### src/sv/dl2n_pkg.sv
// Package for the descriptor L2 normalizer: widths, payload structs,
// the front-to-back queue entry, the back-end state type and small helpers.
// Depends on nothing.
`timescale 1ns / 1ps
`default_nettype none
package dl2n_pkg;

  localparam int ROW_LEN  = 64;
  localparam int ELEM_W   = 16;
  localparam int CNT_W    = 7;
  localparam int ADDR_W   = 6;
  localparam int SUM_W    = 37;
  localparam int SQ_W     = 32;
  localparam int REM_W    = 38;
  localparam int QUO_W    = 33;
  localparam int ROOT_W   = 17;
  localparam int ODD_W    = 18;
  localparam int ITER_W   = 6;
  localparam int BIT_W    = 5;
  localparam int Q_DEPTH  = 4;
  localparam int QPTR_W   = 2;
  localparam int QCNT_W   = 3;

  // The quotient has 33 bits; the division counts from bit 32 down to bit 0.
  localparam logic [ITER_W-1:0] DIV_FIRST  = ITER_W'(QUO_W - 1);
  localparam logic [BIT_W-1:0]  ROOT_FIRST = BIT_W'(ROOT_W - 1);
  localparam logic [ROOT_W-1:0] MAG_POS_MAX = ROOT_W'(32767);
  localparam logic [ROOT_W-1:0] MAG_NEG_MAX = ROOT_W'(32768);

  typedef struct packed {
    logic signed [ELEM_W-1:0] in_value;
    logic                     in_last;
  } in_item_t;

  typedef struct packed {
    logic signed [ELEM_W-1:0] out_value;
    logic                     out_last;
    logic                     zero_norm;
    logic                     too_long;
  } out_item_t;

  typedef struct packed {
    logic signed [ELEM_W-1:0] value;
    logic                     store;
    logic                     close;
    logic [ADDR_W-1:0]        idx;
    logic [CNT_W-1:0]         count;
    logic                     ovf;
  } q_entry_t;

  typedef enum logic [2:0] {
    ST_POP,
    ST_SETTLE,
    ST_READ,
    ST_SQUARE,
    ST_DIV,
    ST_SQRT,
    ST_EMIT
  } back_state_e;

  function automatic logic [ELEM_W-1:0] abs_elem(input logic [ELEM_W-1:0] x);
    logic [ELEM_W-1:0] r;
    r = x[ELEM_W-1] ? ELEM_W'(~x + 1'b1) : x;
    return r;
  endfunction

endpackage
`default_nettype wire

### src/sv/descriptor_l2_normalizer_core.sv
// Top level of the descriptor L2 normalizer: front end, queue, back end.
// Depends on dl2n_pkg, dl2n_front, dl2n_queue and dl2n_back.
`timescale 1ns / 1ps
`default_nettype none
// Elements of a descriptor row enter one per cycle while the four-entry queue
// has room; the item flagged last closes the row, and up to 64 elements are
// kept (later ones are dropped and too_long is set on the row's results).
// Each stored element is then emitted as x * 2^15 / sqrt(sum of squares) in
// Q1.15, rounded to nearest and saturated to the Q1.15 range. Per result the
// back end runs a memory read, a squaring, a 33-step restoring divider and a
// 17-step square-root search, one bit per cycle each, plus a settling state
// per row. A row with zero sum skips the divider and root. While a row is
// emitted, up to four items of the next row wait in the queue.
module descriptor_l2_normalizer_core (
  input  wire logic                clk_i,
  input  wire logic                rst_ni,
  input  wire logic                in_valid_i,
  output logic                     in_stall_o,
  input  wire dl2n_pkg::in_item_t  in_data_i,
  output logic                     out_valid_o,
  input  wire logic                out_stall_i,
  output dl2n_pkg::out_item_t      out_data_o
);

  logic               q_push;
  logic               q_full;
  logic               q_pop;
  logic               q_empty;
  dl2n_pkg::q_entry_t q_in;
  dl2n_pkg::q_entry_t q_head;

  dl2n_front u_front (
    .clk_i      (clk_i),
    .rst_ni     (rst_ni),
    .in_valid_i (in_valid_i),
    .in_stall_o (in_stall_o),
    .in_data_i  (in_data_i),
    .full_i     (q_full),
    .push_o     (q_push),
    .entry_o    (q_in)
  );

  dl2n_queue u_queue (
    .clk_i   (clk_i),
    .rst_ni  (rst_ni),
    .push_i  (q_push),
    .entry_i (q_in),
    .full_o  (q_full),
    .pop_i   (q_pop),
    .empty_o (q_empty),
    .head_o  (q_head)
  );

  dl2n_back u_back (
    .clk_i       (clk_i),
    .rst_ni      (rst_ni),
    .head_i      (q_head),
    .empty_i     (q_empty),
    .pop_o       (q_pop),
    .out_valid_o (out_valid_o),
    .out_stall_i (out_stall_i),
    .out_data_o  (out_data_o)
  );

  a_no_push_when_full: assert property (@(posedge clk_i) disable iff (!rst_ni)
    q_push |-> !q_full)
    else $error("queue written while full");

  a_no_pop_when_empty: assert property (@(posedge clk_i) disable iff (!rst_ni)
    q_pop |-> !q_empty)
    else $error("queue read while empty");

  a_zero_row_value: assert property (@(posedge clk_i) disable iff (!rst_ni)
    (out_valid_o && out_data_o.zero_norm) |-> (out_data_o.out_value == '0))
    else $error("zero-norm result with nonzero value");

endmodule
`default_nettype wire

### src/sv/dl2n_front.sv
// Front end of the descriptor L2 normalizer: accepts elements, tracks the
// row length and overflow, and pushes store and close entries to the queue.
// Depends on dl2n_pkg.
`timescale 1ns / 1ps
`default_nettype none
module dl2n_front (
  input  wire logic               clk_i,
  input  wire logic               rst_ni,
  input  wire logic               in_valid_i,
  output logic                    in_stall_o,
  input  wire dl2n_pkg::in_item_t in_data_i,
  input  wire logic               full_i,
  output logic                    push_o,
  output dl2n_pkg::q_entry_t      entry_o
);

  logic [dl2n_pkg::CNT_W-1:0] cnt_q, cnt_d;
  logic                       ovf_q, ovf_d;
  logic                       accept;
  logic                       store;

  assign in_stall_o = full_i;
  assign accept     = in_valid_i && !full_i;
  assign store      = cnt_q < dl2n_pkg::CNT_W'(dl2n_pkg::ROW_LEN);

  always_comb begin
    entry_o.value = in_data_i.in_value;
    entry_o.store = store;
    entry_o.close = in_data_i.in_last;
    entry_o.idx   = cnt_q[dl2n_pkg::ADDR_W-1:0];
    entry_o.count = store ? dl2n_pkg::CNT_W'(cnt_q + 1'b1) : cnt_q;
    entry_o.ovf   = ovf_q || !store;
  end

  // A dropped element that is not the last of its row only needs to mark
  // the overflow, so it never enters the queue.
  assign push_o = accept && (store || in_data_i.in_last);

  always_comb begin
    cnt_d = cnt_q;
    ovf_d = ovf_q;
    if (accept) begin
      if (in_data_i.in_last) begin
        cnt_d = '0;
        ovf_d = 1'b0;
      end else begin
        cnt_d = entry_o.count;
        ovf_d = entry_o.ovf;
      end
    end
  end

  always_ff @(posedge clk_i or negedge rst_ni) begin
    if (!rst_ni) begin
      cnt_q <= '0;
      ovf_q <= 1'b0;
    end else begin
      cnt_q <= cnt_d;
      ovf_q <= ovf_d;
    end
  end

endmodule
`default_nettype wire

### src/sv/dl2n_queue.sv
// Short queue between the front and back ends of the normalizer.
// Depends on dl2n_pkg.
`timescale 1ns / 1ps
`default_nettype none
module dl2n_queue (
  input  wire logic               clk_i,
  input  wire logic               rst_ni,
  input  wire logic               push_i,
  input  wire dl2n_pkg::q_entry_t entry_i,
  output logic                    full_o,
  input  wire logic               pop_i,
  output logic                    empty_o,
  output dl2n_pkg::q_entry_t      head_o
);

  dl2n_pkg::q_entry_t          slot_q [dl2n_pkg::Q_DEPTH];
  logic [dl2n_pkg::QPTR_W-1:0] wr_q, wr_d;
  logic [dl2n_pkg::QPTR_W-1:0] rd_q, rd_d;
  logic [dl2n_pkg::QCNT_W-1:0] cnt_q, cnt_d;

  assign full_o  = cnt_q == dl2n_pkg::QCNT_W'(dl2n_pkg::Q_DEPTH);
  assign empty_o = cnt_q == '0;
  assign head_o  = slot_q[rd_q];

  always_comb begin
    wr_d  = push_i ? dl2n_pkg::QPTR_W'(wr_q + 1'b1) : wr_q;
    rd_d  = pop_i ? dl2n_pkg::QPTR_W'(rd_q + 1'b1) : rd_q;
    cnt_d = cnt_q;
    if (push_i && !pop_i) begin
      cnt_d = dl2n_pkg::QCNT_W'(cnt_q + 1'b1);
    end else if (pop_i && !push_i) begin
      cnt_d = dl2n_pkg::QCNT_W'(cnt_q - 1'b1);
    end
  end

  always_ff @(posedge clk_i) begin
    if (push_i) begin
      slot_q[wr_q] <= entry_i;
    end
  end

  always_ff @(posedge clk_i or negedge rst_ni) begin
    if (!rst_ni) begin
      wr_q  <= '0;
      rd_q  <= '0;
      cnt_q <= '0;
    end else begin
      wr_q  <= wr_d;
      rd_q  <= rd_d;
      cnt_q <= cnt_d;
    end
  end

endmodule
`default_nettype wire

### src/sv/dl2n_back.sv
// Back end of the normalizer: row memory, sum of squares, restoring divider
// and bit-by-bit square root, and the output register.
// Depends on dl2n_pkg.
`timescale 1ns / 1ps
`default_nettype none
module dl2n_back (
  input  wire logic               clk_i,
  input  wire logic               rst_ni,
  input  wire dl2n_pkg::q_entry_t head_i,
  input  wire logic               empty_i,
  output logic                    pop_o,
  output logic                    out_valid_o,
  input  wire logic               out_stall_i,
  output dl2n_pkg::out_item_t     out_data_o
);

  dl2n_pkg::back_state_e state_q, state_d;

  logic [dl2n_pkg::ELEM_W-1:0] row_mem [dl2n_pkg::ROW_LEN];
  logic                        mem_we;
  logic                        mem_re;
  logic [dl2n_pkg::ELEM_W-1:0] rd_q;

  logic [dl2n_pkg::SUM_W-1:0]  sum_q, sum_d;
  logic [dl2n_pkg::SQ_W-1:0]   sq_q, sq_d;
  logic                        sq_vld_q, sq_vld_d;
  logic [dl2n_pkg::CNT_W-1:0]  n_q, n_d;
  logic [dl2n_pkg::CNT_W-1:0]  k_q, k_d;
  logic                        ovf_q, ovf_d;
  logic                        zero_q, zero_d;
  logic [dl2n_pkg::REM_W-1:0]  rem_q, rem_d;
  logic [dl2n_pkg::QUO_W-1:0]  quo_q, quo_d;
  logic [dl2n_pkg::ITER_W-1:0] it_q, it_d;
  logic [dl2n_pkg::ROOT_W-1:0] root_q, root_d;
  logic [dl2n_pkg::BIT_W-1:0]  bit_q, bit_d;
  dl2n_pkg::out_item_t         out_q, out_d;
  logic                        ovld_q, ovld_d;

  logic [dl2n_pkg::ELEM_W-1:0] mul_a;
  logic [dl2n_pkg::SQ_W-1:0]   prod;
  logic [dl2n_pkg::REM_W-1:0]  div_t;
  logic [dl2n_pkg::REM_W-1:0]  div_s;
  logic                        div_ge;
  logic [dl2n_pkg::ROOT_W-1:0] cand;
  logic [dl2n_pkg::ODD_W-1:0]  odd;
  logic [2*dl2n_pkg::ODD_W-1:0] odd_sq;
  logic                        fits;
  logic [dl2n_pkg::ROOT_W-1:0] cap;
  logic                        k_last;
  logic                        out_free;

  // One squarer serves both the running sum and the per-element numerator.
  assign mul_a = (state_q == dl2n_pkg::ST_POP) ? dl2n_pkg::abs_elem(head_i.value)
                                                : dl2n_pkg::abs_elem(rd_q);
  assign prod  = dl2n_pkg::SQ_W'(mul_a * mul_a);

  // Numerator is x*x shifted up by 32, so only the first step can shift in a one bit (bit 0 of x*x).
  assign div_t  = {rem_q[dl2n_pkg::REM_W-2:0],
                   (it_q == dl2n_pkg::DIV_FIRST) ? sq_q[0] : 1'b0};
  assign div_s  = dl2n_pkg::REM_W'(sum_q);
  assign div_ge = div_t >= div_s;

  // Rounded root: largest n with (2n-1)^2 <= q.
  assign cand   = root_q | (dl2n_pkg::ROOT_W'(1) << bit_q);
  assign odd    = dl2n_pkg::ODD_W'({cand, 1'b0} - 1'b1);
  assign odd_sq = odd * odd;
  assign fits   = odd_sq <= (2*dl2n_pkg::ODD_W)'(quo_q);

  assign k_last   = dl2n_pkg::CNT_W'(k_q + 1'b1) == n_q;
  assign out_free = !ovld_q || !out_stall_i;

  always_comb begin
    if (rd_q[dl2n_pkg::ELEM_W-1]) begin
      cap = (root_q > dl2n_pkg::MAG_NEG_MAX) ? dl2n_pkg::MAG_NEG_MAX : root_q;
    end else begin
      cap = (root_q > dl2n_pkg::MAG_POS_MAX) ? dl2n_pkg::MAG_POS_MAX : root_q;
    end
  end

  always_comb begin
    state_d  = state_q;
    pop_o    = 1'b0;
    mem_we   = 1'b0;
    mem_re   = 1'b0;
    sq_d     = sq_q;
    sq_vld_d = 1'b0;
    sum_d    = sq_vld_q ? dl2n_pkg::SUM_W'(sum_q + dl2n_pkg::SUM_W'(sq_q)) : sum_q;
    n_d      = n_q;
    k_d      = k_q;
    ovf_d    = ovf_q;
    zero_d   = zero_q;
    rem_d    = rem_q;
    quo_d    = quo_q;
    it_d     = it_q;
    root_d   = root_q;
    bit_d    = bit_q;
    out_d    = out_q;
    ovld_d   = ovld_q && out_stall_i;
    case (state_q)
      dl2n_pkg::ST_POP: begin
        if (!empty_i) begin
          pop_o = 1'b1;
          if (head_i.store) begin
            mem_we   = 1'b1;
            sq_d     = prod;
            sq_vld_d = 1'b1;
          end
          if (head_i.close) begin
            n_d     = head_i.count;
            ovf_d   = head_i.ovf;
            k_d     = '0;
            state_d = dl2n_pkg::ST_SETTLE;
          end
        end
      end
      // Lets the square of a final element that was also stored reach the sum.
      dl2n_pkg::ST_SETTLE: begin
        state_d = dl2n_pkg::ST_READ;
      end
      dl2n_pkg::ST_READ: begin
        mem_re  = 1'b1;
        zero_d  = sum_q == '0;
        state_d = dl2n_pkg::ST_SQUARE;
      end
      dl2n_pkg::ST_SQUARE: begin
        sq_d    = prod;
        rem_d   = dl2n_pkg::REM_W'(prod[dl2n_pkg::SQ_W-1:1]);
        quo_d   = '0;
        it_d    = dl2n_pkg::DIV_FIRST;
        state_d = zero_q ? dl2n_pkg::ST_EMIT : dl2n_pkg::ST_DIV;
      end
      dl2n_pkg::ST_DIV: begin
        rem_d = div_ge ? dl2n_pkg::REM_W'(div_t - div_s) : div_t;
        quo_d = {quo_q[dl2n_pkg::QUO_W-2:0], div_ge};
        it_d  = dl2n_pkg::ITER_W'(it_q - 1'b1);
        if (it_q == '0) begin
          root_d  = '0;
          bit_d   = dl2n_pkg::ROOT_FIRST;
          state_d = dl2n_pkg::ST_SQRT;
        end
      end
      dl2n_pkg::ST_SQRT: begin
        if (fits) begin
          root_d = cand;
        end
        bit_d = dl2n_pkg::BIT_W'(bit_q - 1'b1);
        if (bit_q == '0) begin
          state_d = dl2n_pkg::ST_EMIT;
        end
      end
      dl2n_pkg::ST_EMIT: begin
        if (out_free) begin
          ovld_d          = 1'b1;
          out_d.out_value = zero_q ? '0 :
                            (rd_q[dl2n_pkg::ELEM_W-1]
                               ? dl2n_pkg::ELEM_W'(dl2n_pkg::ROOT_W'(0) - cap)
                               : dl2n_pkg::ELEM_W'(cap));
          out_d.out_last  = k_last;
          out_d.zero_norm = zero_q;
          out_d.too_long  = ovf_q;
          k_d             = dl2n_pkg::CNT_W'(k_q + 1'b1);
          if (k_last) begin
            sum_d   = '0;
            state_d = dl2n_pkg::ST_POP;
          end else begin
            state_d = dl2n_pkg::ST_READ;
          end
        end
      end
      default: begin
        state_d = dl2n_pkg::ST_POP;
      end
    endcase
  end

  always_ff @(posedge clk_i) begin
    if (mem_we) begin
      row_mem[head_i.idx] <= head_i.value;
    end
    if (mem_re) begin
      rd_q <= row_mem[k_q[dl2n_pkg::ADDR_W-1:0]];
    end
  end

  always_ff @(posedge clk_i or negedge rst_ni) begin
    if (!rst_ni) begin
      state_q  <= dl2n_pkg::ST_POP;
      sum_q    <= '0;
      sq_vld_q <= 1'b0;
      ovld_q   <= 1'b0;
    end else begin
      state_q  <= state_d;
      sum_q    <= sum_d;
      sq_vld_q <= sq_vld_d;
      ovld_q   <= ovld_d;
    end
  end

  always_ff @(posedge clk_i) begin
    sq_q   <= sq_d;
    n_q    <= n_d;
    k_q    <= k_d;
    ovf_q  <= ovf_d;
    zero_q <= zero_d;
    rem_q  <= rem_d;
    quo_q  <= quo_d;
    it_q   <= it_d;
    root_q <= root_d;
    bit_q  <= bit_d;
    out_q  <= out_d;
  end

  assign out_valid_o = ovld_q;
  assign out_data_o  = out_q;

endmodule
`default_nettype wire

### config.mk
export PLATFORM = sky130hd
export DESIGN_NAME = descriptor_l2_normalizer_core
export DESIGN_NICKNAME = d
export VERILOG_FILES = /design/src/sv/dl2n_pkg.sv /design/src/sv/descriptor_l2_normalizer_core.sv /design/src/sv/dl2n_front.sv /design/src/sv/dl2n_queue.sv /design/src/sv/dl2n_back.sv
export SDC_FILE = /design/constraint.sdc
export NUM_CORES = 2
export LEC_CHECK = 0
export BUFFER_PORTS_ARGS = -buffer_cell sky130_fd_sc_hd__buf_2
export CORE_MARGIN = 3
export CORE_UTILIZATION = 35
export CTS_CLUSTER_SIZE = 10
export DETAILED_ROUTE_END_ITERATION = 16
export PLACE_DENSITY = 0.49
export RECOVER_POWER = 25
export SLEW_MARGIN = 30
export SYNTH_ARGS = -nofsm -noshare
export SYNTH_HDL_FRONTEND = slang
export SYNTH_SLANG_ARGS = --single-unit
### constraint.sdc
create_clock -name clk_i -period 13.14 [get_ports clk_i]
set_input_delay 0 -clock clk_i [delete_from_list [all_inputs] [get_ports clk_i]]
set_output_delay 0 -clock clk_i [all_outputs]
set_load 0.1 [all_outputs]
==> impl_summary.log <==
[metrics] clock transition time at the flip-flop clock pins of the worst setup and hold paths: 0.06 ns
[metrics] ratio of cells with drive above 1 in the final layout: 14.9%
[metrics] leakage power summed over all cells: 31.6 nW
[metrics] total core area: 213000 µm²
[metrics] TritonCTS clock tree: built
[metrics] top cells by area, synth: edfxtp_1, mux4_2, fa_1, ha_1, inv_1
[metrics] clock insertion delay at the later pin of the skew report: 0.80 ns
[metrics] Final Worst Setup Slack: 0.805 ns
[metrics] number of port buffers: 41
[metrics] critical register-to-register path startpoint: u_back.bit_q[0]
[metrics] Layout area overhead: 12.5%
[metrics] endpoint arrival time on the critical path: 12.74 ns
[metrics] count of vias placed by the detailed router: 42.0k
[metrics] post-CTS setup-driven buffer insertion count: 0
[metrics] library cell appearing most often on the critical path: inv_1
[metrics] number of failing hold endpoints at the final stage: 0
[metrics] number of clock buffers inserted by TritonCTS: 161
[metrics] post-layout util: 39.7%
[metrics] total count of max-transition violations in the final report: 662
[metrics] area share of the largest cell type after synthesis: 53.2%
[metrics] netlist area before placement: 75100 µm²
[metrics] root buf cell: clkbuf_16
[metrics] num ports: 42
[metrics] peak clock frequency supported by timing: 0.0811 GHz
[metrics] flip-flop and latch count after synthesis: 1389
[metrics] critical path type: reg -> reg
[metrics] top post-synthesis cells by count: edfxtp_1, inv_1, nor2_1
[metrics] setup_tns: 0 ns
[metrics] number of antenna violations at the first check in global routing: 6
[metrics] maximum clock insertion buffer count: 3
[metrics] syn_area_per_cell: 14.6 µm²
[metrics] routability congestion estimate: 0.825
[metrics] global-route wire length before repair: 288 mm
[metrics] final layout net count: 6084
[metrics] number of different library cells in the post-synthesis netlist: 83
[metrics] Async S/R FF share, synth: 4.10%
[metrics] clk sink count: 1389
[metrics] worst max-slew margin expressed relative to the limit: -185%
[metrics] maximum number of pins on one net before global-route repair: 135
[metrics] gr ovfl total: 0
[metrics] register cell area after layout: 41400 µm²
[metrics] status: complete, but fails checks
[metrics] Final period util: 93.9%
[metrics] most numerous cell in the Yosys netlist: edfxtp_1
[metrics] number of fill cells in the layout: 19.9k
[metrics] Tightest Hold Check Type: in -> reg
[metrics] commonest register cell after synthesis: edfxtp_1
[metrics] Initial Util: 35.3%
[metrics] total of warnings raised by yosys: 0
[metrics] number of global-route vias before repair: 44.4k
[metrics] slew of the pin with the lowest slew margin: 4.28 ns
[metrics] CP Capture Type: register
[metrics] die outline height: 469 µm
[metrics] cell count after synthesis: 5147
[metrics] final WL: 189 mm
[metrics] final worst clock skew: 0.0497 ns
[metrics] routed vias/inst: 5.09
[metrics] startpoint of the most critical hold path: in_data_i[0]
[metrics] number of flops mapped to enable cells by yosys: 1332
[metrics] Critical Path Source: u_back.bit_q[0]
[metrics] logic depth of the worst register-to-register path: 44
[metrics] Die X: 469 µm
[metrics] HPWL after detailed placement: 125 mm
[metrics] Multi-input gate area: 30700 µm²
[metrics] number of remaining DRC errors: 0
[metrics] number of max-capacitance violations reported: 12
[metrics] highest fanout seen on the critical path: 17
[metrics] worst slack after detailed placement: 0.597 ns
[metrics] highest ir drop seen on vdd: 0.120 mV
[metrics] sequential cell area fraction in the yosys report: 55.1%
[metrics] min Tclk post-route: 12.33 ns
[metrics] power per unit of standard cell area: 116 nW/µm²
[metrics] number of H-tree branching levels: 4
[metrics] worst hold path depth: 2
[metrics] CP required: 13.54 ns
[metrics] crit path max-delay cell type: fa_1
[metrics] Setup-failing EPs final: 0
[metrics] row count: 169
[metrics] average wire length per cell after detail routing: 23.0 µm
[metrics] failing checks: capacitance limit, slew limit
[metrics] number of iterations in the first detailed-routing pass: 5
[metrics] Startpoint Class: register
[metrics] Total Routing Usage GR: 17.2%
[metrics] die outline area: 220000 µm²
[metrics] cell type with the largest total area after synthesis: edfxtp_1
[metrics] largest incremental delay on the critical path: 0.55 ns
[metrics] Routed Antenna Nets: 0
[metrics] RSZ-0062 raised after global routing: no
[metrics] number of DRC markers after the initial detailed-route iteration: 3278
report_power, final:
part           internal (mW)  total [mW]  switching [mW]
Sequential              5.09        5.12          0.0320
Clock                   2.36        4.13            1.77
Combinational          0.123       0.525           0.402
kinds of logic after synthesis:
kind of cell | count (synthesis) | synth area share, %
multiplexers | 427 | 11.8
other | 2 | 0.00999
XOR/XNOR | 193 | 2.26
AO/OA/AOI/OAI | 540 | 4.56
buffers and inverters | 858 | 4.34
adder cells (fa/ha/maj) | 710 | 15.7
AND/OR/NAND/NOR | 1028 | 6.19
flip-flops | 1389 | 55.1
area by class of cell:
type	count	area share, %
sequential	1389	49.0
multi-input combinational	2911	36.3
clock buffer	206	5.04
tap	2821	4.18
inverter	676	3.00
timing repair buffer	214	1.89
clock inverter	21	0.599
antenna	1	0.00296
metrics by stage:
stage	std cells	power (mW)	hold WS [ns]	cell area (µm²)
after global placement	7971	5.72	0.182	79400
after detailed placement	7972	5.74	0.198	79500
final	8239	9.78	0.192	84500
after global routing	8238	10.2	0.168	84500
after CTS	8237	9.91	0.0494	84600
after floorplan	5158	5.50	-0.296	75200
flip-flops by register name (all words and copies together) (netlist names), 2 cells and up:
signal             cells
u_back.k_q             7
u_back.rd_q           16
u_back.quo_q          33
u_back.sq_q           31
u_queue.slot_q       128
u_back.rem_q          37
u_back.row_mem      1024
u_back.state_q         3
u_back.root_q         17
u_back.sum_q          37
u_front.cnt_q          7
u_back.n_q             7
u_queue.rd_q           2
u_queue.wr_q           2
u_back.out_data_o     19
u_back.it_q            6
u_queue.cnt_q          3
u_back.bit_q           5
worst max-delay path: cells and delay by family, from the launching register on:
kind	cells	cell delay [ns]
XOR/XNOR	2	0.59
flip-flops	1	0.43
AO/OA/AOI/OAI	10	2.21
AND/OR/NAND/NOR	12	2.67
buffers and inverters	10	1.65
adder cells (fa/ha/maj)	10	4.36
layer usage:
metal / routed length (µm) / GRT usage, % / vias up
met5: 0 / 0 / -
met4: 3440 / 3.61 / 0
met3: 7260 / 2.32 / 234
met2: 95000 / 29.6 / 806
met1: 83500 / 23.4 / 21900
li1: - / - / 19000
worst paths after layout:
path	to	slack, ns
setup / recovery	u_back.root_q[0]	0.81
hold / removal	u_queue.slot_q[3][14]	0.19
setup reg to reg	u_back.root_q[0]	0.81
hold reg to reg	u_queue.cnt_q[2]	0.49
max in group asynchronous	u_back.sq_vld_q	8.93
min in group asynchronous	u_back.sum_q[2]	1.79
cells in the final DEF (no fill, tap or decap), types with 15 or more instances in the layout:
| cell | count |
|---|---|
| edfxtp_1 | 1332 |
| inv_1 | 664 |
| nor2_1 | 390 |
| fa_1 | 389 |
| mux4_2 | 367 |
| ha_1 | 321 |
| nand2_1 | 259 |
| clkbuf_16 | 162 |
| a21oi_1 | 146 |
| o21ai_0 | 123 |
| xnor2_1 | 123 |
| buf_4 | 116 |
| clkbuf_1 | 75 |
| xor2_1 | 69 |
| nand3_1 | 57 |
| dfrtp_1 | 56 |
| mux2i_1 | 55 |
| a21o_1 | 54 |
| nor2_2 | 44 |
| nand2b_1 | 40 |
| nor3_1 | 38 |
| dlygate4sd3_1 | 37 |
| nor2b_1 | 29 |
| and3_1 | 28 |
| or2_2 | 27 |
| o21a_1 | 26 |
| a211oi_1 | 25 |
| nand4_1 | 24 |
| or3_1 | 22 |
| a31oi_1 | 19 |
| buf_2 | 19 |
| o21bai_1 | 16 |
| nor4_1 | 15 |
repair_timing:
| item | in CTS | in global routing |
|---|---|---|
| endpoints found under the hold margin | 158 | 0 |
| gates resized for setup | 0 | 1 |
| endpoints found under the setup margin | 0 | 17 |
| hold buffers | 38 | 0 |
No activity file was read; power rests on OpenSTA's default activity.
